File: config.mk
export PLATFORM = sky130hd
export DESIGN_NAME = sha_queue
export DESIGN_NICKNAME = d
export VERILOG_FILES = /design/src/rtl/sha_pkg.sv /design/src/rtl/sha_queue.sv
export SDC_FILE = /design/constraint.sdc
export NUM_CORES = 1
export LEC_CHECK = 0
export BUFFER_PORTS_ARGS = -buffer_cell sky130_fd_sc_hd__buf_4
export CAP_MARGIN = 10
export CORE_UTILIZATION = 45
export CTS_CLUSTER_DIAMETER = 40
export DETAILED_ROUTE_END_ITERATION = 6
export GPL_TIMING_DRIVEN = 0
export PLACE_DENSITY_LB_ADDON = 0.25
export SETUP_SLACK_MARGIN = 0.2
export SLEW_MARGIN = 20
export SYNTH_ARGS = -nofsm -noshare
export SYNTH_HDL_FRONTEND = slang
export SYNTH_SLANG_ARGS = --single-unit
File: constraint.sdc
create_clock -name clk -period 17.3 [get_ports clk]
set_input_delay 3.46 -clock clk [delete_from_list [all_inputs] [get_ports clk]]
set_output_delay 3.46 -clock clk [all_outputs]
set_load 0.03 [all_outputs]
File: src/rtl/sha_pkg.sv
// SHA-256 hasher package: types, constants and round functions
package sha_pkg;

	localparam int unsigned QDEPTH = 4;
	localparam int unsigned QAW = $clog2(QDEPTH);

	typedef enum logic [0:0] {
		OP_ABSORB = 1'b0,
		OP_FINISH = 1'b1
	} op_t;

	// word from front to back: one block of 16 words, finish flag
	typedef struct packed {
		logic [511:0] block;
		logic         finish;
	} blk_t;

	typedef enum logic [2:0] {
		FE_ABSORB,
		FE_PAD,
		FE_LEN,
		FE_PUSH
	} fe_state_t;

	typedef enum logic [1:0] {
		BE_IDLE,
		BE_ROUND,
		BE_ADD,
		BE_EMIT
	} be_state_t;

	localparam logic [31:0] ROUND_K [64] = '{
		32'h428a2f98, 32'h71374491, 32'hb5c0fbcf, 32'he9b5dba5,
		32'h3956c25b, 32'h59f111f1, 32'h923f82a4, 32'hab1c5ed5,
		32'hd807aa98, 32'h12835b01, 32'h243185be, 32'h550c7dc3,
		32'h72be5d74, 32'h80deb1fe, 32'h9bdc06a7, 32'hc19bf174,
		32'he49b69c1, 32'hefbe4786, 32'h0fc19dc6, 32'h240ca1cc,
		32'h2de92c6f, 32'h4a7484aa, 32'h5cb0a9dc, 32'h76f988da,
		32'h983e5152, 32'ha831c66d, 32'hb00327c8, 32'hbf597fc7,
		32'hc6e00bf3, 32'hd5a79147, 32'h06ca6351, 32'h14292967,
		32'h27b70a85, 32'h2e1b2138, 32'h4d2c6dfc, 32'h53380d13,
		32'h650a7354, 32'h766a0abb, 32'h81c2c92e, 32'h92722c85,
		32'ha2bfe8a1, 32'ha81a664b, 32'hc24b8b70, 32'hc76c51a3,
		32'hd192e819, 32'hd6990624, 32'hf40e3585, 32'h106aa070,
		32'h19a4c116, 32'h1e376c08, 32'h2748774c, 32'h34b0bcb5,
		32'h391c0cb3, 32'h4ed8aa4a, 32'h5b9cca4f, 32'h682e6ff3,
		32'h748f82ee, 32'h78a5636f, 32'h84c87814, 32'h8cc70208,
		32'h90befffa, 32'ha4506ceb, 32'hbef9a3f7, 32'hc67178f2
	};

	localparam logic [31:0] INIT_H [8] = '{
		32'h6a09e667, 32'hbb67ae85, 32'h3c6ef372, 32'ha54ff53a,
		32'h510e527f, 32'h9b05688c, 32'h1f83d9ab, 32'h5be0cd19
	};

	localparam logic [7:0] PAD_BYTE = 8'h80;
	localparam logic [5:0] LEN_POS = 6'd56;

	function automatic logic [31:0] ror(input logic [31:0] x, input int unsigned n);
		ror = (x >> n) | (x << (32 - n));
	endfunction

	function automatic logic [31:0] sig0(input logic [31:0] x);
		sig0 = ror(x, 7) ^ ror(x, 18) ^ (x >> 3);
	endfunction

	function automatic logic [31:0] sig1(input logic [31:0] x);
		sig1 = ror(x, 17) ^ ror(x, 19) ^ (x >> 10);
	endfunction

	function automatic logic [31:0] bsig0(input logic [31:0] x);
		bsig0 = ror(x, 2) ^ ror(x, 13) ^ ror(x, 22);
	endfunction

	function automatic logic [31:0] bsig1(input logic [31:0] x);
		bsig1 = ror(x, 6) ^ ror(x, 11) ^ ror(x, 25);
	endfunction

endpackage

File: src/rtl/sha_queue.sv
// Block queue between front end and compression core
module sha_queue (
	input  logic          clk,
	input  logic          arst_n,
	input  logic          wr_valid,
	output logic          wr_ready,
	input  sha_pkg::blk_t wr_data,
	output logic          rd_valid,
	input  logic          rd_ready,
	output sha_pkg::blk_t rd_data
);

	sha_pkg::blk_t mem_q [sha_pkg::QDEPTH];
	logic [sha_pkg::QAW-1:0] wp_q, rp_q;
	logic [sha_pkg::QAW:0]   cnt_q;
	logic do_wr, do_rd;

	assign wr_ready = cnt_q != sha_pkg::QAW'(0) + (sha_pkg::QAW+1)'(sha_pkg::QDEPTH);
	assign rd_valid = cnt_q != '0;
	assign rd_data = mem_q[rp_q];
	assign do_wr = wr_valid && wr_ready;
	assign do_rd = rd_valid && rd_ready;

	always_ff @(posedge clk or negedge arst_n) begin
		if (!arst_n) begin
			wp_q <= '0;
			rp_q <= '0;
			cnt_q <= '0;
		end else begin
			if (do_wr) begin
				wp_q <= wp_q + 1'b1;
			end
			if (do_rd) begin
				rp_q <= rp_q + 1'b1;
			end
			cnt_q <= cnt_q + (sha_pkg::QAW+1)'(do_wr) - (sha_pkg::QAW+1)'(do_rd);
		end
	end

	always_ff @(posedge clk) begin
		if (do_wr) begin
			mem_q[wp_q] <= wr_data;
		end
	end

endmodule

# --- Word-level counts from Yosys, hierarchy flattened ---
# Memories as Yosys holds them, arrays and structs flattened.
# Index checks and enable logic that the tools add are counted.
word_totals:
  n_memories: 1
  reg_bits: 7
  mem_bits_rw: 2052
mem_list:
  columns: ["name", "words", "word_bits", "rd", "rd_ports_with_merged_regs", "write_ports", "line_no", "source"]
  rows:
  - ["mem_q", 4, 513, 1, 0, 1, "sha_queue.sv:13", "sha_pkg::blk_t mem_q [sha_pkg::QDEPTH];"]
classes:
  reduce_logical: 3
  n_eq_ne: 1
  add_sub_neg: 4
  mux: 2
ops:
  columns: ["operator", "n"]
  rows:
  - ["2-bit by 1-bit adder with 2-bit output, second input constant", 2]
  - ["3-bit by 1-bit adder with 3-bit output", 1]
  - ["3-bit inequality test, second input constant", 1]
  - ["3-bit nonzero test", 1]
  - ["3-bit by 1-bit subtractor with 3-bit output", 1]
  - ["1-bit logical AND", 2]
  - ["1-bit 2-to-1 mux", 2]

# --- Longest topological paths before layout ---
logic_depth:
  ltp_word: 4
  mapped_depth: 9

# --- Worst setup path after synthesis ---
# OpenSTA, ideal clock, no wires.
synth_path:
  kind: "input to register"
  start: "input port wr_valid"
  end: "memory mem_q[0][0] in the netlist's numbering (enable)"
  n_path_buf: 0
  stages: 1
  t_arrival_ps: 15115
  setup_slack_ps: 1236
  cell_sequence: "and3b_1"
synth_via:
  elab_chain_len: 3
synth_lines:
  columns: ["element", "line_no", "source"]
  rows:
  - ["from (decl)", "sha_queue.sv:5", "input logic wr_valid,"]
  - ["1-bit logical AND", "sha_queue.sv:21", "assign do_wr = wr_valid && wr_ready;"]
  - ["1-bit 2-to-1 mux", "sha_queue.sv:41", "if (do_wr) begin"]
  - ["1-bit 2-to-1 mux (implied by the code)", "sha_queue.sv:42", "mem_q[wp_q] <= wr_data;"]
  - ["to (decl)", "sha_queue.sv:13", null]
# No other way between the ends.

==> run_results.csv <==
group,metric,value,unit
logic_synthesis,avgSynthCellArea,27.3,sq um
clock_tree,clockBufferDepth,4,
final_layout,fin_area,95500,sq um
final_layout,final_cell_mix,"2052 x edfxtp_1, 1068 x buf_4, 513 x mux4_2",
die,dieArea,167000,sq um
clock_tree,cts_buffers,282,
power_and_ir_drop,power.total,19200,uW
die,rows,148,
global_routing,grt_pass1_wl,258000,microns
route,drcViolationCount,0,
placement,place.gp.congestion,0.764,
route,drt-initial-drc-count,2503,
timing,setup_viol_count_final,0,
placement,port_buffers,1031,
logic_synthesis,synth_ff_type,"edfxtp_1",
final_layout,nets,4621,
timing,period_needed,7.20,ns
critical_path,r2r_start,"cnt_q[2]$_DFF_PN0_",
clock_tree,root_buffer,"clkbuf_16",
clock_tree,tritoncts,"built",
route,post_drt_wl_per_cell,27.9,microns
critical_path,worstPathArrival,3.74,ns
timing,hold_viol_final,0,
critical_path,path_class,"flip-flop to primary output",
critical_path,r2r_setup_slack,14.15,ns
final_layout,final_common_cell,"edfxtp_1",
final_layout,regArea,61800,sq um
die,io_pins,1032,
job,cap_viol_max_count,0,
die,coreArea,163000,sq um
timing,slew-limit-headroom,0.358,
power_and_ir_drop,leakagePower,0.0327,uW
clock_tree,cts_resized,0,
die,die_y,408,microns
logic_synthesis,synth_seq_cells,2059,
logic_synthesis,ys_async_sr_fraction,0.00340,
logic_synthesis,synth_cells,2720,
route,antenna_left,0,
final_layout,final_util,0.584,
clock_tree,ctsHoldBuffers,0,
timing,timing.setup.tns,0,ns
clock_tree,ctsHtreeMaxLevel,5,
worst_hold_path,worstHoldStart,"wp_q[1]$_DFFE_PN0P_",
die,initial_core_util,0.455,
logic_synthesis,synth_fp_nets,3244,
timing,rsz0062_at_grt,"false",
timing,fin_crit_sh,0.416,
critical_path,end_kind,"primary output",
route,drt-total-wl,182000,microns
run_status,run_status,"complete, no violations",
route,num_vias,35000,
global_routing,grt_pass1_vias,36700,
global_routing,grt_start_max_net_pins,42,
global_routing,track_usage,0.217,
critical_path,worstPathRequired,13.84,ns
critical_path,cp-start-kind,"flip-flop",
logic_synthesis,synth_enable_flop_cells,2052,
final_layout,layout-drive-gt1-share,0.498,
global_routing,antenna_found_initial,66,
placement,place_area,86200,sq um
die,die_x,408,microns
logic_synthesis,syn_area,74300,sq um
logic_synthesis,ys_seq_area_frac,0.832,
logic_synthesis,synth_cell_types,22,
route,vias_per_cell,5.37,
timing,skew,0.0597,ns
logic_synthesis,synth_warnings,0,
power_and_ir_drop,peakVddDrop,0.156,mV
timing,fmax,139,MHz
clock_tree,clk_latency,0.92,ns
final_layout,syn_to_final_growth,28.5,%
timing,max_slew.worst_pin.slew,0.963,ns
placement,dpl.hpwl,125000,microns
route,firstDrtPassIters,5,
clock_tree,clk_pin_slew,0.05,ns
clock_tree,clock_sinks,2059,
power_and_ir_drop,p_per_area,201,nW/um^2
global_routing,overflow,0,
final_layout,multi_input_area,11800,sq um
final_layout,fill_cells,11600,
critical_path,cp_max_fo,10,
worst_hold_path,min_path_type,"flip-flop to flip-flop",
timing,maxSlewViolCount,0,
critical_path,startpoint,"rp_q[1]$_DFFE_PN0P_",
clock_tree,cts_setup_buffers,0,
worst paths after layout:
path,cells after the start,end
worst max register to register,7,mem_q[2][344]$_DFFE_PP_
worst min register to register,2,wp_q[1]$_DFFE_PN0P_
min in group asynchronous,1,rp_q[1]$_DFFE_PN0P_
worst max-delay path,5,rd_data[416]
max in group asynchronous,1,wp_q[0]$_DFFE_PN0P_
worst min-delay path,2,wp_q[1]$_DFFE_PN0P_
state kept, by name, summed over array words and instances, names as in the netlist:
name and count:
mem_q 2052, cnt_q 3, rp_q 2, wp_q 2
layout make-up:
cell class	count	share of cell area
flip-flops and latches	2059	0.647
clock buffers	328	0.0777
diodes	35	0.000918
multi-input cells	541	0.124
inverters	6	0.000236
repair buffers	1093	0.0964
clock inverters	162	0.0179
well taps	2175	0.0285
plain buffers	114	0.00696
power by group:
part	leakage (uW)	switching, uW	internal [uW]
clock	0.00442	2110	3470
combinational	0.00942	4250	2620
sequential	0.0189	183	6550
per-stage QoR:
step                      worst slack [ns]  hold WS [ns]  std cells
after detailed placement             10.77         0.605       5988
final                                10.10         0.617       6513
after global placement               -8.92         0.576       5926
after floorplan                       1.24         0.543       2720
after global routing                  9.90         0.638       6508
after CTS                             9.77         0.623       6478
critical path, stage by stage (launching register included):
cell,delay (ns)
dfrtp_1,0.32
buf_2,0.55
clkbuf_2,0.59
buf_2,0.60
mux4_2,0.49
buf_4,0.23
routing by layer:
metal	part of all wire	GRT usage
met3	0.11	0.0974
met5	0.0020	0
met4	0.038	0.107
met1	0.35	0.245
met2	0.50	0.350
kinds of logic (layout without fill, tap and decap cells):
| group | Yosys count | after routing | share of synthesized area |
|---|---|---|---|
| buffers and inverters | 120 | 1703 | 0.00923 |
| DFF | 2059 | 2059 | 0.832 |
| other | 0 | 35 | 0 |
| muxes | 513 | 513 | 0.156 |
| AOI/OAI and AO/OA | 4 | 4 | 0.000438 |
| and+or+nand+nor | 13 | 13 | 0.00135 |
| xor gates and xnor gates | 4 | 4 | 0.000472 |
| adders and majority gates | 7 | 7 | 0.00128 |
synth_stat cells, types with 2 or more instances:
cell type / n / area, sq um
mux4_2: 513 / 11600
buf_6: 2 / 22.5
buf_2: 65 / 325
buf_4: 37 / 278
inv_1: 6 / 22.5
ha_1: 6 / 75.1
nand2b_1: 4 / 25.0
buf_1: 2 / 7.51
dfrtp_1: 7 / 175
o211ai_1: 2 / 15.0
clkbuf_1: 8 / 30.0
nand4bb_1: 2 / 22.5
edfxtp_1: 2052 / 61600
xnor2_1: 3 / 26.3
and3b_1: 4 / 35.0
Note: power is estimated with default switching activity, not from simulation.
