$ cat config.mk
export PLATFORM = sky130hd
export DESIGN_NAME = sha_front
export DESIGN_NICKNAME = d
export VERILOG_FILES = /design/src/rtl/sha_pkg.sv /design/src/rtl/sha_front.sv
export SDC_FILE = /design/constraint.sdc
export NUM_CORES = 1
export LEC_CHECK = 0
export BUFFER_PORTS_ARGS = -buffer_cell sky130_fd_sc_hd__buf_2
export CORE_UTILIZATION = 55
export CTS_CLUSTER_SIZE = 30
export DETAILED_ROUTE_END_ITERATION = 6
export PLACE_DENSITY = 0.87
export SLEW_MARGIN = 20
export SYNTH_ARGS = -nofsm -noshare
export SYNTH_HDL_FRONTEND = slang
export SYNTH_SLANG_ARGS = --single-unit
$ cat constraint.sdc
create_clock -name clk -period 5.45 [get_ports clk]
set_input_delay 1.09 -clock clk [delete_from_list [all_inputs] [get_ports clk]]
set_output_delay 1.09 -clock clk [all_outputs]
set_load 0.005 [all_outputs]
$ cat src/rtl/sha_pkg.sv
// SHA-256 hasher package: types, constants and round functions
package sha_pkg;

	localparam int unsigned QDEPTH = 4;
	localparam int unsigned QAW = $clog2(QDEPTH);

	typedef enum logic [0:0] {
		OP_ABSORB = 1'b0,
		OP_FINISH = 1'b1
	} op_t;

	// word from front to back: one block of 16 words, finish flag
	typedef struct packed {
		logic [511:0] block;
		logic         finish;
	} blk_t;

	typedef enum logic [2:0] {
		FE_ABSORB,
		FE_PAD,
		FE_LEN,
		FE_PUSH
	} fe_state_t;

	typedef enum logic [1:0] {
		BE_IDLE,
		BE_ROUND,
		BE_ADD,
		BE_EMIT
	} be_state_t;

	localparam logic [31:0] ROUND_K [64] = '{
		32'h428a2f98, 32'h71374491, 32'hb5c0fbcf, 32'he9b5dba5,
		32'h3956c25b, 32'h59f111f1, 32'h923f82a4, 32'hab1c5ed5,
		32'hd807aa98, 32'h12835b01, 32'h243185be, 32'h550c7dc3,
		32'h72be5d74, 32'h80deb1fe, 32'h9bdc06a7, 32'hc19bf174,
		32'he49b69c1, 32'hefbe4786, 32'h0fc19dc6, 32'h240ca1cc,
		32'h2de92c6f, 32'h4a7484aa, 32'h5cb0a9dc, 32'h76f988da,
		32'h983e5152, 32'ha831c66d, 32'hb00327c8, 32'hbf597fc7,
		32'hc6e00bf3, 32'hd5a79147, 32'h06ca6351, 32'h14292967,
		32'h27b70a85, 32'h2e1b2138, 32'h4d2c6dfc, 32'h53380d13,
		32'h650a7354, 32'h766a0abb, 32'h81c2c92e, 32'h92722c85,
		32'ha2bfe8a1, 32'ha81a664b, 32'hc24b8b70, 32'hc76c51a3,
		32'hd192e819, 32'hd6990624, 32'hf40e3585, 32'h106aa070,
		32'h19a4c116, 32'h1e376c08, 32'h2748774c, 32'h34b0bcb5,
		32'h391c0cb3, 32'h4ed8aa4a, 32'h5b9cca4f, 32'h682e6ff3,
		32'h748f82ee, 32'h78a5636f, 32'h84c87814, 32'h8cc70208,
		32'h90befffa, 32'ha4506ceb, 32'hbef9a3f7, 32'hc67178f2
	};

	localparam logic [31:0] INIT_H [8] = '{
		32'h6a09e667, 32'hbb67ae85, 32'h3c6ef372, 32'ha54ff53a,
		32'h510e527f, 32'h9b05688c, 32'h1f83d9ab, 32'h5be0cd19
	};

	localparam logic [7:0] PAD_BYTE = 8'h80;
	localparam logic [5:0] LEN_POS = 6'd56;

	function automatic logic [31:0] ror(input logic [31:0] x, input int unsigned n);
		ror = (x >> n) | (x << (32 - n));
	endfunction

	function automatic logic [31:0] sig0(input logic [31:0] x);
		sig0 = ror(x, 7) ^ ror(x, 18) ^ (x >> 3);
	endfunction

	function automatic logic [31:0] sig1(input logic [31:0] x);
		sig1 = ror(x, 17) ^ ror(x, 19) ^ (x >> 10);
	endfunction

	function automatic logic [31:0] bsig0(input logic [31:0] x);
		bsig0 = ror(x, 2) ^ ror(x, 13) ^ ror(x, 22);
	endfunction

	function automatic logic [31:0] bsig1(input logic [31:0] x);
		bsig1 = ror(x, 6) ^ ror(x, 11) ^ ror(x, 25);
	endfunction

endpackage

$ cat src/rtl/sha_front.sv
// SHA-256 front end: collects bytes into blocks, pads and appends length
module sha_front (
	input  logic                clk,
	input  logic                arst_n,
	input  logic                in_valid,
	output logic                in_ready,
	input  logic                in_op,
	input  logic [7:0]          in_byte,
	output logic                blk_valid,
	input  logic                blk_ready,
	output sha_pkg::blk_t       blk
);

	sha_pkg::fe_state_t state_q, state_d;
	logic [511:0] buf_q;
	logic [5:0]   fill_q;
	logic [63:0]  count_q;
	logic [63:0]  bits_q;
	logic         fin_q;
	logic [7:0]   wr_byte;
	logic         wr_en;
	logic         accept;

	assign accept = in_valid && in_ready;
	assign blk.block = buf_q;
	assign blk.finish = fin_q;

	always_comb begin
		state_d = state_q;
		in_ready = 1'b0;
		blk_valid = 1'b0;
		wr_en = 1'b0;
		wr_byte = in_byte;
		unique case (state_q)
			sha_pkg::FE_ABSORB: begin
				in_ready = 1'b1;
				if (accept) begin
					wr_en = 1'b1;
					if (in_op == sha_pkg::OP_FINISH) begin
						wr_byte = sha_pkg::PAD_BYTE;
						state_d = (fill_q == 6'd63) ? sha_pkg::FE_PUSH
							: (fill_q == 6'd55) ? sha_pkg::FE_LEN : sha_pkg::FE_PAD;
					end else if (fill_q == 6'd63) begin
						state_d = sha_pkg::FE_PUSH;
					end
				end
			end
			sha_pkg::FE_PAD: begin
				wr_en = 1'b1;
				wr_byte = 8'h00;
				if (fill_q == 6'd63) begin
					state_d = sha_pkg::FE_PUSH;
				end else if (fill_q == sha_pkg::LEN_POS - 6'd1) begin
					state_d = sha_pkg::FE_LEN;
				end
			end
			sha_pkg::FE_LEN: begin
				wr_en = 1'b1;
				wr_byte = bits_q[8 * (7 - fill_q[2:0]) +: 8];
				if (fill_q == 6'd63) begin
					state_d = sha_pkg::FE_PUSH;
				end
			end
			sha_pkg::FE_PUSH: begin
				blk_valid = 1'b1;
				if (blk_ready) begin
					state_d = fin_q ? sha_pkg::FE_ABSORB
						: (bits_q[0] ? sha_pkg::FE_PAD : sha_pkg::FE_ABSORB);
				end
			end
			default: state_d = sha_pkg::FE_ABSORB;
		endcase
	end

	always_ff @(posedge clk or negedge arst_n) begin
		if (!arst_n) begin
			state_q <= sha_pkg::FE_ABSORB;
			fill_q <= '0;
			count_q <= '0;
			bits_q <= '0;
			fin_q <= 1'b0;
		end else begin
			state_q <= state_d;
			if (wr_en) begin
				fill_q <= fill_q + 6'd1;
			end
			if (accept) begin
				if (in_op == sha_pkg::OP_FINISH) begin
					// bit 0 of the length is always zero; reuse it as a pad-pending mark
					bits_q <= {count_q[60:0], 2'b00, fill_q == 6'd63};
					count_q <= '0;
				end else begin
					count_q <= count_q + 64'd1;
				end
			end
			if (state_q == sha_pkg::FE_PAD && state_d == sha_pkg::FE_PUSH) begin
				bits_q[0] <= 1'b1;
			end
			if (state_q == sha_pkg::FE_LEN && state_d == sha_pkg::FE_PUSH) begin
				fin_q <= 1'b1;
			end
			if (state_q == sha_pkg::FE_PUSH && blk_ready) begin
				fin_q <= 1'b0;
				bits_q[0] <= 1'b0;
			end
		end
	end

	always_ff @(posedge clk) begin
		if (wr_en) begin
			buf_q[8 * (63 - fill_q) +: 8] <= wr_byte;
		end
	end

endmodule

# After elaboration in Yosys (flattened, before gate mapping)
# Index checks and enable logic that the tools add are counted.
[totals]
regBits = 648
latchBits = 0
mem_bits_rw = 0
rom_bits = 0
input_bits = 13
output_inout_bits = 515
memories = 0
[classes]
addsub = 5
n_mul = 0
div = 0
n_lt_le_gt_ge = 0
eq_ne = 6
shifts = 3
mux = 26
bitwise_logic = 0
n_reduce_logical = 11
[ops]
columns = ["op", "count"]
rows = [
  ["bitwise mux 512 bit", 1],
  ["variable shift 8 x 34 -> 512 bit (first input constant)", 1],
  ["indexed part select 8 x 34 -> 512 bit", 1],
  ["adder 64 x 1 -> 64 bit (second input constant)", 1],
  ["two-way mux 64 bit", 1],
  ["indexed part select 64 x 33 -> 8 bit", 1],
  ["negation 32 -> 34 bit", 1],
  ["one-hot mux 8 bit (3 select lines)", 1],
  ["two-way mux 3 bit", 6],
  ["two-way mux 8 bit", 2],
  ["equality test 6 bit (second input constant)", 2],
  ["one-hot mux 3 bit (4 select lines)", 1],
  ["two-way mux 1 bit", 11],
  ["equality test 3 x 2 -> 1 bit (second input constant)", 3],
  ["subtractor 6 x 6 -> 7 bit (first input constant)", 1],
  ["adder 6 x 1 -> 6 bit (second input constant)", 1],
  ["nonzero test 3 bit", 2],
  ["logical AND 1 bit", 4],
  ["two-way mux 2 bit", 2],
  ["AND reduction 2 bit", 2],
  ["subtractor 3 x 3 -> 4 bit (first input constant)", 1],
  ["equality test 3 x 1 -> 1 bit (second input constant)", 1],
  ["logical NOT 3 bit", 1],
  ["one-hot mux 1 bit (2 select lines)", 1],
  ["other kinds (2)", 2],
]

# Depth between registers and ports, before layout
[logic_depth]
depth_word = 10
ltp_mapped = 10
mapped_depth_nobuf = 7

# Least setup slack after synthesis
# No wires, ideal clock.
[synth_path]
kind = "flip-flop to flip-flop"
start = "register, netlist name fill_q[3]"
end = "register buf_q[0] (enable)"
setup_ps = 398
arrival_time_ps = 3222
required_ps = 5052
path_slack_ps = 1830
path_stages_with_launch = 9
path_cell_list = "dfrtp_1 > buf_2 > clkbuf_1 > clkbuf_1 > and3_1 > ha_1 > or4b_2 > clkbuf_1 > nor4b_1"
[synth_rtl]
columns = ["item", "line_no", "rtl"]
rows = [
  ["end signal: indexed assignment", "sha_front.sv:111", "buf_q[8 * (63 - fill_q) +: 8] <= wr_byte;"],
  ["end: declaration", "sha_front.sv:15", "logic [511:0] buf_q;"],
]

==> flow_summary.yaml <==
outcome:
  status: "finished, violations left"
  violations: "design-rule violations"
detailed_routing:
  drt_iter0_drc: 2964
  vias_per_cell: 6.11
  drt-total-wl_mm: 81.8
  wire_per_inst_um: 25.8
  dr.pass1.iters: 7
  ant_nets: 0
  dr_total_vias: 19400
  drc_errors: 1
setup_path:
  worstSetupStartpointType: "register"
  critical_path_buf_inv_count: 0
  r2r_cells: 5
  r2r-end: "buf_q[180]"
  slowest_delay_ns: 0.96
  cp_top_family: "simple AND/OR/NAND/NOR gates"
  worst_setup_path_end_kind: "register"
  critical_path_class: "reg2reg"
  worstPathArrival_ns: 4.41
  worstPathMaxFanout: 26
  r2r_start: "fill_q[2]"
  crit_required_ns: 5.70
  r2r_setup_slack_ns: 1.30
  slowest_stage: "dfrtp_1"
  cp_cell_sequence: "and3_1 > xnor2_1 > nor3b_1 > nand4_1 > nor2_1"
sta:
  holdWs_ns: 0.478
  fmax_mhz: 241
  maxSlewViolCount: 0
  rsz0062_at_grt: "no"
  tightest_slew_ns: 1.20
  finalCriticalPeriod_ns: 4.15
  finalClockSkew_ns: 0.0258
  setup_viol_count_final: 0
  tns_ns: 0
  hold_viol: 0
  finalCritPeriodShare: 0.762
  slew_headroom: 0.197
synthesis:
  synth.cell_area_um2: 25200
  ys_ff_latch: 645
  yosysUniqueCellTypes: 53
  syn_nets: 2034
  yosysMostFrequentCell: "nor2_1"
  synth_edf_count: 512
  async_flop_share: 0.206
  synth.largest_area_cell: "edfxtp_1"
  synth_area_per_cell_um2: 12.5
  synth_flop_cell: "edfxtp_1"
  synth_common_cells: "nor2_1 (613), edfxtp_1 (512), nand2_1 (279)"
  synth_warnings: 0
  synth_top_area_frac: 0.610
  synth_area_leaders: "edfxtp_1 (61%), dfrtp_1 (13%), nor2_1 (9.1%)"
  syn_inst: 2018
  seq_area_frac_synth: 0.742
global_route:
  grt_overflow: 0
  grt.busiest_layer: "met2"
  grt_pass1_vias: 18200
  antenna_found_initial: 1
  grtUsageMet1: 0.437
  grt_pass1_wl_mm: 117
  grt.total_usage: 0.343
  use_met3: 0.0702
  met2_usage: 0.552
  grt_max_degree: 113
clock_tree:
  cts_hold_buf: 0
  clock-root-buffer: "clkbuf_16"
  cts_max_path_buffers: 3
  cts_buffers: 59
  cts_tree: "done"
  cts.sinks: 645
  cts.clk_slew.worst_paths_ns: 0.06
  clock_latency_ns: 0.63
  postCtsSetupRepairBufs: 0
  ctsResizeCount: 0
  htree_levels: 2
finish:
  syn2layout_area_growth_pct: 21.3
  multi_input_area_um2: 6070
  antenna_cells: 0
  fillers: 2984
  nets: 2543
  regArea_um2: 18700
  drive_above_1_share: 0.274
floorplanning:
  die_w_um: 216
  die_area_um2: 46700
  num_rows: 78
  ioPinCount: 528
  coreArea_um2: 45300
  die_height_um: 216
  start_util: 0.556
min_path:
  hold_path_depth: 2
  min_to: "bits_q[23]"
  hold_start: "bits_q[23]"
  hold_path_class: "reg2reg"
power_and_ir_drop:
  irDropWorstVdd_uv: 276
  powerDensity_nw_per_um2: 389
  p_leak_nw: 12.2
placed_design:
  dp_hpwl_mm: 54.0
  gp_congestion: 0.928
  numPortBuffers: 527
run:
  cap_violations: 0
worst max path at each step:
stage                          from         end  cells after the start
final                     fill_q[2]  buf_q[180]                      5
after global routing      fill_q[2]  buf_q[177]                      5
after CTS                 fill_q[2]  buf_q[180]                      6
after detailed placement  fill_q[2]  buf_q[177]                      6
after global placement    fill_q[2]  buf_q[178]                      6
after floorplan           fill_q[3]    buf_q[0]                      8
metal layers:
| metal | wire length, um | up-vias |
|---|---|---|
| met5 | 13 | - |
| met4 | 5270 | 2 |
| met3 | 10100 | 317 |
| met2 | 38700 | 1741 |
| met1 | 27700 | 9321 |
| li1 | - | 8019 |
power breakdown:
part / internal [mW] / switching (mW) / total (mW)
Clock: 2.57 / 1.85 / 4.43
Combinational: 0.434 / 1.41 / 1.84
Sequential: 5.49 / 0.140 / 5.63
stage by stage:
step / area (um2) / util / worst slack, ns / power (mW) / instances
after CTS: 30500 / 0.675 / 1.40 / 11.8 / 3175
after detailed placement: 28500 / 0.629 / 1.46 / 7.48 / 3066
after global routing: 30600 / 0.675 / 1.08 / 12.1 / 3175
final: 30600 / 0.675 / 1.30 / 11.9 / 3175
after floorplan: 25200 / - / 1.83 / 6.65 / 2018
after global placement: 28500 / 0.629 / 1.65 / 7.40 / 3066
worst min-delay path: stages, from the launching register on:
cell,delay [ns]
dfrtp_1,0.34
nand2_1,0.05
nand2_1,0.05
cells in the final DEF, fill, tap and decap left out, types with 13 or more instances in the layout:
master     instances
o31ai_1           17
nand4_1           24
buf_4             37
nor2_1           611
dfrtp_1          133
xor2_1            13
mux4_2            14
clkbuf_16         61
nand3_1           39
buf_2            526
xnor2_1           21
or4_1             19
nor3_1            17
nand2_1          279
o21ai_0           24
a21oi_1           36
nor4_1            13
edfxtp_1         512
flip-flops by register name, indices dropped and copies added, names as in the netlist:
name	count
bits_q	62
buf_q	512
count_q	61
fill_q	6
fin_q	1
state_q	3
layout make-up:
type / count / share of cell area
Inverter: 11 / 0.00135
Multi-Input combinational cell: 1245 / 0.199
Tap cell: 600 / 0.0246
Clock buffer: 73 / 0.0514
Timing Repair Buffer: 565 / 0.0963
Sequential cell: 645 / 0.612
Clock inverter: 36 / 0.0156
logic make-up (layout without fill, tap and decap cells):
family | Yosys count | in the layout | synth area share
AOI/OAI and AO/OA | 109 | 109 | 0.0283
buffers and inverters | 128 | 685 | 0.0198
other | 1 | 1 | 0.000149
adders and majority gates | 3 | 3 | 0.00149
muxes | 27 | 27 | 0.0181
and+or+nand+nor | 1071 | 1071 | 0.178
DFF | 645 | 645 | 0.742
xor gates and xnor gates | 34 | 34 | 0.0118
(Power assumes the default switching activity.)
