===== src/rtl/sha_pkg.sv =====
// SHA-256 hasher package: types, constants and round functions
package sha_pkg;

	localparam int unsigned QDEPTH = 4;
	localparam int unsigned QAW = $clog2(QDEPTH);

	typedef enum logic [0:0] {
		OP_ABSORB = 1'b0,
		OP_FINISH = 1'b1
	} op_t;

	// word from front to back: one block of 16 words, finish flag
	typedef struct packed {
		logic [511:0] block;
		logic         finish;
	} blk_t;

	typedef enum logic [2:0] {
		FE_ABSORB,
		FE_PAD,
		FE_LEN,
		FE_PUSH
	} fe_state_t;

	typedef enum logic [1:0] {
		BE_IDLE,
		BE_ROUND,
		BE_ADD,
		BE_EMIT
	} be_state_t;

	localparam logic [31:0] ROUND_K [64] = '{
		32'h428a2f98, 32'h71374491, 32'hb5c0fbcf, 32'he9b5dba5,
		32'h3956c25b, 32'h59f111f1, 32'h923f82a4, 32'hab1c5ed5,
		32'hd807aa98, 32'h12835b01, 32'h243185be, 32'h550c7dc3,
		32'h72be5d74, 32'h80deb1fe, 32'h9bdc06a7, 32'hc19bf174,
		32'he49b69c1, 32'hefbe4786, 32'h0fc19dc6, 32'h240ca1cc,
		32'h2de92c6f, 32'h4a7484aa, 32'h5cb0a9dc, 32'h76f988da,
		32'h983e5152, 32'ha831c66d, 32'hb00327c8, 32'hbf597fc7,
		32'hc6e00bf3, 32'hd5a79147, 32'h06ca6351, 32'h14292967,
		32'h27b70a85, 32'h2e1b2138, 32'h4d2c6dfc, 32'h53380d13,
		32'h650a7354, 32'h766a0abb, 32'h81c2c92e, 32'h92722c85,
		32'ha2bfe8a1, 32'ha81a664b, 32'hc24b8b70, 32'hc76c51a3,
		32'hd192e819, 32'hd6990624, 32'hf40e3585, 32'h106aa070,
		32'h19a4c116, 32'h1e376c08, 32'h2748774c, 32'h34b0bcb5,
		32'h391c0cb3, 32'h4ed8aa4a, 32'h5b9cca4f, 32'h682e6ff3,
		32'h748f82ee, 32'h78a5636f, 32'h84c87814, 32'h8cc70208,
		32'h90befffa, 32'ha4506ceb, 32'hbef9a3f7, 32'hc67178f2
	};

	localparam logic [31:0] INIT_H [8] = '{
		32'h6a09e667, 32'hbb67ae85, 32'h3c6ef372, 32'ha54ff53a,
		32'h510e527f, 32'h9b05688c, 32'h1f83d9ab, 32'h5be0cd19
	};

	localparam logic [7:0] PAD_BYTE = 8'h80;
	localparam logic [5:0] LEN_POS = 6'd56;

	function automatic logic [31:0] ror(input logic [31:0] x, input int unsigned n);
		ror = (x >> n) | (x << (32 - n));
	endfunction

	function automatic logic [31:0] sig0(input logic [31:0] x);
		sig0 = ror(x, 7) ^ ror(x, 18) ^ (x >> 3);
	endfunction

	function automatic logic [31:0] sig1(input logic [31:0] x);
		sig1 = ror(x, 17) ^ ror(x, 19) ^ (x >> 10);
	endfunction

	function automatic logic [31:0] bsig0(input logic [31:0] x);
		bsig0 = ror(x, 2) ^ ror(x, 13) ^ ror(x, 22);
	endfunction

	function automatic logic [31:0] bsig1(input logic [31:0] x);
		bsig1 = ror(x, 6) ^ ror(x, 11) ^ ror(x, 25);
	endfunction

endpackage


===== src/rtl/sha_core.sv =====
// SHA-256 compression core: one round per cycle, digest output register
module sha_core (
	input  logic          clk,
	input  logic          arst_n,
	input  logic          blk_valid,
	output logic          blk_ready,
	input  sha_pkg::blk_t blk,
	output logic          out_valid,
	input  logic          out_ready,
	output logic [31:0]   out_word,
	output logic [2:0]    out_index,
	output logic          out_last
);

	sha_pkg::be_state_t state_q, state_d;
	logic [31:0] h_q [8];
	logic [31:0] v_q [8];
	logic [31:0] w_q [16];
	logic [5:0]  rnd_q;
	logic [2:0]  idx_q;
	logic        fin_q;
	logic [31:0] t1, t2, wn;

	assign t1 = v_q[7] + sha_pkg::bsig1(v_q[4]) + ((v_q[4] & v_q[5]) ^ (~v_q[4] & v_q[6]))
		+ sha_pkg::ROUND_K[rnd_q] + w_q[0];
	assign t2 = sha_pkg::bsig0(v_q[0]) + ((v_q[0] & v_q[1]) ^ (v_q[0] & v_q[2])
		^ (v_q[1] & v_q[2]));
	assign wn = w_q[0] + sha_pkg::sig0(w_q[1]) + w_q[9] + sha_pkg::sig1(w_q[14]);

	assign out_valid = state_q == sha_pkg::BE_EMIT;
	assign out_word = h_q[idx_q];
	assign out_index = idx_q;
	assign out_last = idx_q == 3'd7;

	always_comb begin
		state_d = state_q;
		blk_ready = 1'b0;
		unique case (state_q)
			sha_pkg::BE_IDLE: begin
				blk_ready = 1'b1;
				if (blk_valid) begin
					state_d = sha_pkg::BE_ROUND;
				end
			end
			sha_pkg::BE_ROUND: if (rnd_q == 6'd63) begin
				state_d = sha_pkg::BE_ADD;
			end
			sha_pkg::BE_ADD: state_d = fin_q ? sha_pkg::BE_EMIT : sha_pkg::BE_IDLE;
			sha_pkg::BE_EMIT: if (out_ready && idx_q == 3'd7) begin
				state_d = sha_pkg::BE_IDLE;
			end
			default: state_d = sha_pkg::BE_IDLE;
		endcase
	end

	always_ff @(posedge clk or negedge arst_n) begin
		if (!arst_n) begin
			state_q <= sha_pkg::BE_IDLE;
			rnd_q <= '0;
			idx_q <= '0;
			fin_q <= 1'b0;
			for (int i = 0; i < 8; i++) begin
				h_q[i] <= sha_pkg::INIT_H[i];
			end
		end else begin
			state_q <= state_d;
			unique case (state_q)
				sha_pkg::BE_IDLE: begin
					rnd_q <= '0;
					idx_q <= '0;
					if (blk_valid) begin
						fin_q <= blk.finish;
					end
				end
				sha_pkg::BE_ROUND: rnd_q <= rnd_q + 6'd1;
				sha_pkg::BE_ADD: begin
					for (int i = 0; i < 8; i++) begin
						h_q[i] <= h_q[i] + v_q[i];
					end
				end
				sha_pkg::BE_EMIT: if (out_ready) begin
					idx_q <= idx_q + 3'd1;
					if (idx_q == 3'd7) begin
						for (int i = 0; i < 8; i++) begin
							h_q[i] <= sha_pkg::INIT_H[i];
						end
					end
				end
				default: ;
			endcase
		end
	end

	always_ff @(posedge clk) begin
		if (state_q == sha_pkg::BE_IDLE && blk_valid) begin
			for (int i = 0; i < 16; i++) begin
				w_q[i] <= blk.block[32 * (15 - i) +: 32];
			end
			for (int i = 0; i < 8; i++) begin
				v_q[i] <= h_q[i];
			end
		end else if (state_q == sha_pkg::BE_ROUND) begin
			for (int i = 0; i < 15; i++) begin
				w_q[i] <= w_q[i + 1];
			end
			w_q[15] <= wn;
			v_q[7] <= v_q[6];
			v_q[6] <= v_q[5];
			v_q[5] <= v_q[4];
			v_q[4] <= v_q[3] + t1;
			v_q[3] <= v_q[2];
			v_q[2] <= v_q[1];
			v_q[1] <= v_q[0];
			v_q[0] <= t1 + t2;
		end
	end

endmodule


===== config.mk =====
export PLATFORM = sky130hd
export DESIGN_NAME = sha_core
export DESIGN_NICKNAME = d
export VERILOG_FILES = /design/src/rtl/sha_pkg.sv /design/src/rtl/sha_core.sv
export SDC_FILE = /design/constraint.sdc
export NUM_CORES = 2
export LEC_CHECK = 0
export BUFFER_PORTS_ARGS = -buffer_cell sky130_fd_sc_hd__buf_2
export CORE_ASPECT_RATIO = 0.9
export CORE_UTILIZATION = 55
export CTS_CLUSTER_SIZE = 28
export DETAILED_ROUTE_END_ITERATION = 7
export GPL_TIMING_DRIVEN = 0
export PLACE_DENSITY = 0.74
export SYNTH_ARGS = -nofsm -noshare
export SYNTH_HDL_FRONTEND = slang
export SYNTH_SLANG_ARGS = --single-unit

===== constraint.sdc =====
create_clock -name clk -period 57.8 [get_ports clk]
set_input_delay 2.89 -clock clk [delete_from_list [all_inputs] [get_ports clk]]
set_output_delay 2.89 -clock clk [all_outputs]
set_load 0.03 [all_outputs]

* Word-level counts from Yosys, hierarchy flattened
Memories as Yosys holds them, arrays and structs flattened. Index checks and enable logic that the tools add are counted.
Storage, ports and cells: register bits 268, bits in latches 0, RAM bits 768, bits in read-only memories 2048, input bits 517, output and inout port bits 38, word-level logic and storage cells 156, memories 3
Operators by class: add/sub/neg operators 20, multipliers 0, div/mod/pow operators 0, magnitude comparators 2, equal/unequal tests 10, shift operators 0, mux-type cells 46, bitwise operators 53, reduce and logical (&&, ||, !) cells 10
Memory list:
- (no name shown) | depth 64, bits a word 32, rd ports 1, clocked after Yosys merged registers in 0, wr ports 0, line sha_core.sv:25 | + sha_pkg::ROUND_K[rnd_q] + w_q[0];
- w_q | depth 16, bits a word 32, rd ports 16, clocked after Yosys merged registers in 0, wr ports 16, line sha_core.sv:18 | logic [31:0] w_q [16];
- v_q | depth 8, bits a word 32, rd ports 8, clocked after Yosys merged registers in 0, wr ports 8, line sha_core.sv:17 | logic [31:0] v_q [8];
Operators with widths (count):
- two-way mux 32 bit | 28
- adder 32 bit | 18
- two-way mux 256 bit | 2
- one-hot mux 256 bit (2 select lines) | 1
- XOR 32 bit | 9
- bitwise AND 32 bit | 5
- binary-select mux 32 bit (select 3 bit) | 1
- inverter 32 bit | 1
- OR 10 x 32 -> 32 bit | 1
- OR 13 x 32 -> 32 bit | 1
- OR 14 x 32 -> 32 bit | 1
- OR 15 x 32 -> 32 bit | 1
- OR 19 x 32 -> 32 bit | 1
- OR 21 x 32 -> 32 bit | 1
- OR 25 x 32 -> 32 bit | 1
- OR 26 x 32 -> 32 bit | 1
- OR 30 x 32 -> 32 bit | 1
- OR 7 x 32 -> 32 bit | 1
- XOR 32 x 22 -> 32 bit | 1
- XOR 32 x 29 -> 32 bit | 1
- OR 1 bit | 24
- one-hot mux 6 bit (2 select lines) | 1
- two-way mux 2 bit | 4
- one-hot mux 2 bit (4 select lines) | 1
- 20 further kinds | 34

* Longest topological paths before layout
An unclocked memory read counts as a cell.
depth in word-level cells 10, gate-level depth with buffers 43, depth with buffers taken out 40

* Worst setup path before layout
OpenSTA, ideal clock, no wires.
path kind in2reg, from input blk_valid, to memory v_q[0][0], enable pin, setup time 5.324 ns, arrival 15.691 ns, required time 52.476 ns, slack 36.785 ns, stages on the path 3, buffers on the path 1, cells stage by stage nand2_1 clkbuf_1 nand2_1
RTL lines:
- start, declared | line sha_core.sv:5 | input logic blk_valid,
- end, declared | line sha_core.sv:17

==> impl_metrics.py <==
metrics = {
    "clock_tree": {
        "cts_resized": 0,
        "cts_hold_buffers": 0,
        "cts_root_buf": "clkbuf_16",
        "cts_buffers": 112,
        "cts.sinks": 1036,
        "postCtsSetupRepairBufs": 0,
        "cts_max_path_buffers": 3,
        "h-tree-depth": 3,
        "cts_tree": "yes",
        "clk_latency_ns": 0.78,
        "cts.clk_slew.worst_paths_ns": 0.07,
    },
    "place": {
        "io_buffers": 554,
        "placed_area_um2": 77100,
        "hpwl_um": 236000,
        "gp_congestion": 1.04,
        "place_inst": 10200,
    },
    "die": {
        "fp.dieW_um": 383,
        "core_um2": 129000,
        "die_h_um": 345,
        "rows": 125,
        "dieArea_um2": 132000,
        "start_util_pct": 55.5,
        "ios": 555,
    },
    "grt": {
        "grt.overflow.total": 0,
        "grt_pass1_vias": 61000,
        "grt_usage_pct": 44.4,
        "grtUsageMet2_pct": 63.7,
        "grt_first_pass_wirelength_um": 420000,
        "antenna_found_initial": 31,
        "grt.met3_usage_pct": 13.7,
        "use_met1_pct": 59.8,
        "grt_start_max_net_pins": 106,
        "grt.busiest_layer": "met2",
    },
    "sta": {
        "setup_viol": 0,
        "fin_tns_setup_ns": 0,
        "finalHoldViolations": 0,
        "drv_slew": 55,
        "finalCritPeriodShare_pct": 23.4,
        "worst_pin_slew_ns": 1.69,
        "finalCriticalPeriod_ns": 13.54,
        "grt_setup_unrepaired": "no",
        "relSlewSlack_pct": -12.8,
        "max_freq_ghz": 0.0739,
        "finClkSkew_ns": 0.0651,
    },
    "routing": {
        "ant_nets": 0,
        "vias": 65000,
        "viasPerCell": 6.25,
        "wire_per_inst_um": 28.6,
        "drt_pre_antenna_iters": 8,
        "drt-total-wl_um": 298000,
        "drt-initial-drc-count": 9040,
        "drc": 24,
    },
    "worst_hold_path": {
        "hold_depth": 2,
        "hold_path_class": "flop to flop",
        "hold_start": "w_q[7][38]",
        "whs_endpoint": "w_q[7][6]",
    },
    "final_layout": {
        "fillers": 11100,
        "syn_to_final_growth_pct": 12.8,
        "multiInputGateArea_um2": 39100,
        "layout.nets": 9672,
        "layout_commonest_cell": "nand2_1",
        "mostFrequentLayoutCells": "nand2_1, edfxtp_1, buf_2",
        "layout-drive-gt1-share_pct": 11.9,
        "fin_cells": 10400,
        "stdcell_area_um2": 80900,
        "seq_area_um2": 29900,
    },
    "worst_setup_path": {
        "crit_path_top_delay_cell": "a21oi_1",
        "startpoint_type": "flop",
        "max_stage_delay_ns": 1.10,
        "path_common_cell": "inv_1",
        "crit_fanout": 14,
        "rrSetupSlack_ns": 44.26,
        "worstSetupEndpointType": "flop",
        "critPathArrivalTime_ns": 14.05,
        "rr_endpoint": "v_q[0][30]",
        "r2r_cells": 37,
        "required_ns": 58.31,
        "path_class": "flop to flop",
        "rr_startpoint": "rnd_q[0]",
    },
    "synth": {
        "synth_cells": 7881,
        "ys_warn_count": 0,
        "synth_top_cell_by_area": "edfxtp_1",
        "yosys.cell_types.count": 95,
        "yosysTopAreaCellShare_pct": 32.1,
        "synth_edf_count": 768,
        "synth_flop_cell": "edfxtp_1",
        "synth.area.top_cells": "edfxtp_1, nand2_1, ha_1",
        "ys_seq_elements": 1036,
        "synth_area_per_cell_um2": 9.10,
        "netlist_area_um2": 71700,
        "syn_nets": 8985,
        "synthArstFlopShare_pct": 25.9,
        "yosysSeqAreaShare_pct": 41.7,
    },
    "run_status": {
        "violations": "DRC, capacitance limit, slew limit",
        "status": "finished, violations left",
    },
    "job": {
        "maxCapViolCount": 5,
    },
}
## metal layers
layer,up-vias,wire length (um)
li1,28500,-
met1,31400,115000
met2,4274,124000
met3,797,38800
met4,24,19600
met5,-,196
## through the flow
stage	worst slack, ns	util [%]	hold WS (ns)
3_5_place_dp	45.05	59.7	0.491
2_1_floorplan	36.79	-	0.446
5_1_grt	44.23	62.6	0.515
3_3_place_gp	26.75	59.3	0.490
6_report	44.26	62.6	0.496
4_1_cts	45.04	62.6	0.489
## registers in the layout, summed over array words and instances (netlist names)
name,cells
h_q,256
state_q,2
out_index,3
rnd_q,6
w_q,512
v_q,256
fin_q,1
## cells in the mapped netlist (all sizes together) (42+ instances only)
| cell type | number |
|---|---|
| nand2 | 2495 |
| edfxtp | 768 |
| a21oi | 464 |
| o21ai | 413 |
| ha | 392 |
| xnor2 | 387 |
| clkbuf | 351 |
| nor2 | 331 |
| inv | 329 |
| a21o | 217 |
| fa | 195 |
| xor2 | 189 |
| dfstp | 136 |
| dfrtp | 132 |
| nor3 | 82 |
| nand3 | 77 |
| mux4 | 71 |
| o21a | 64 |
| nand2b | 60 |
| o21bai | 55 |
| a31oi | 50 |
| buf | 47 |
| a211oi | 45 |
| o31ai | 43 |
| nor2b | 42 |
## logic make-up after synthesis
logic type | after synthesis | share of synthesized area [%]
and+or+nand+nor | 3255 | 18.4
buffers and inverters | 730 | 3.83
xor gates and xnor gates | 576 | 7.04
AOI/OAI and AO/OA | 1576 | 13.8
adders and majority gates | 590 | 12.3
muxes | 118 | 2.92
DFF | 1036 | 41.7
## critical path, delay by kind of cell (launching register included)
family	cells	cell delay (ns)
compound gates	15	5.54
xor+xnor	2	0.66
simple gates	4	0.89
flops	1	0.45
fa+ha+maj	7	3.06
buf+inv	9	2.67
## worst max-delay path by stage
stage,startpoint,to,slack [ns]
floorplan,blk_valid,v_q[0][0],36.79
global placement,blk_valid,w_q[2][18],26.75
detailed placement,rnd_q[0],v_q[0][30],45.05
CTS,rnd_q[0],v_q[0][30],45.04
global route,rnd_q[0],v_q[0][30],44.23
finish,rnd_q[0],v_q[0][30],44.26
## layout make-up
class / instances / share of cell area, %
Multi-Input combinational cell: 6115 / 48.3
Sequential cell: 1036 / 37.0
Timing Repair Buffer: 573 / 4.01
Clock buffer: 142 / 3.68
Tap cell: 1714 / 2.65
Buffer: 398 / 1.86
Inverter: 332 / 1.54
Clock inverter: 69 / 0.898
Antenna cell: 21 / 0.0649
Power is not shown: default switching activity piles up to over one toggle a cycle in this logic, so the estimate is an artifact.
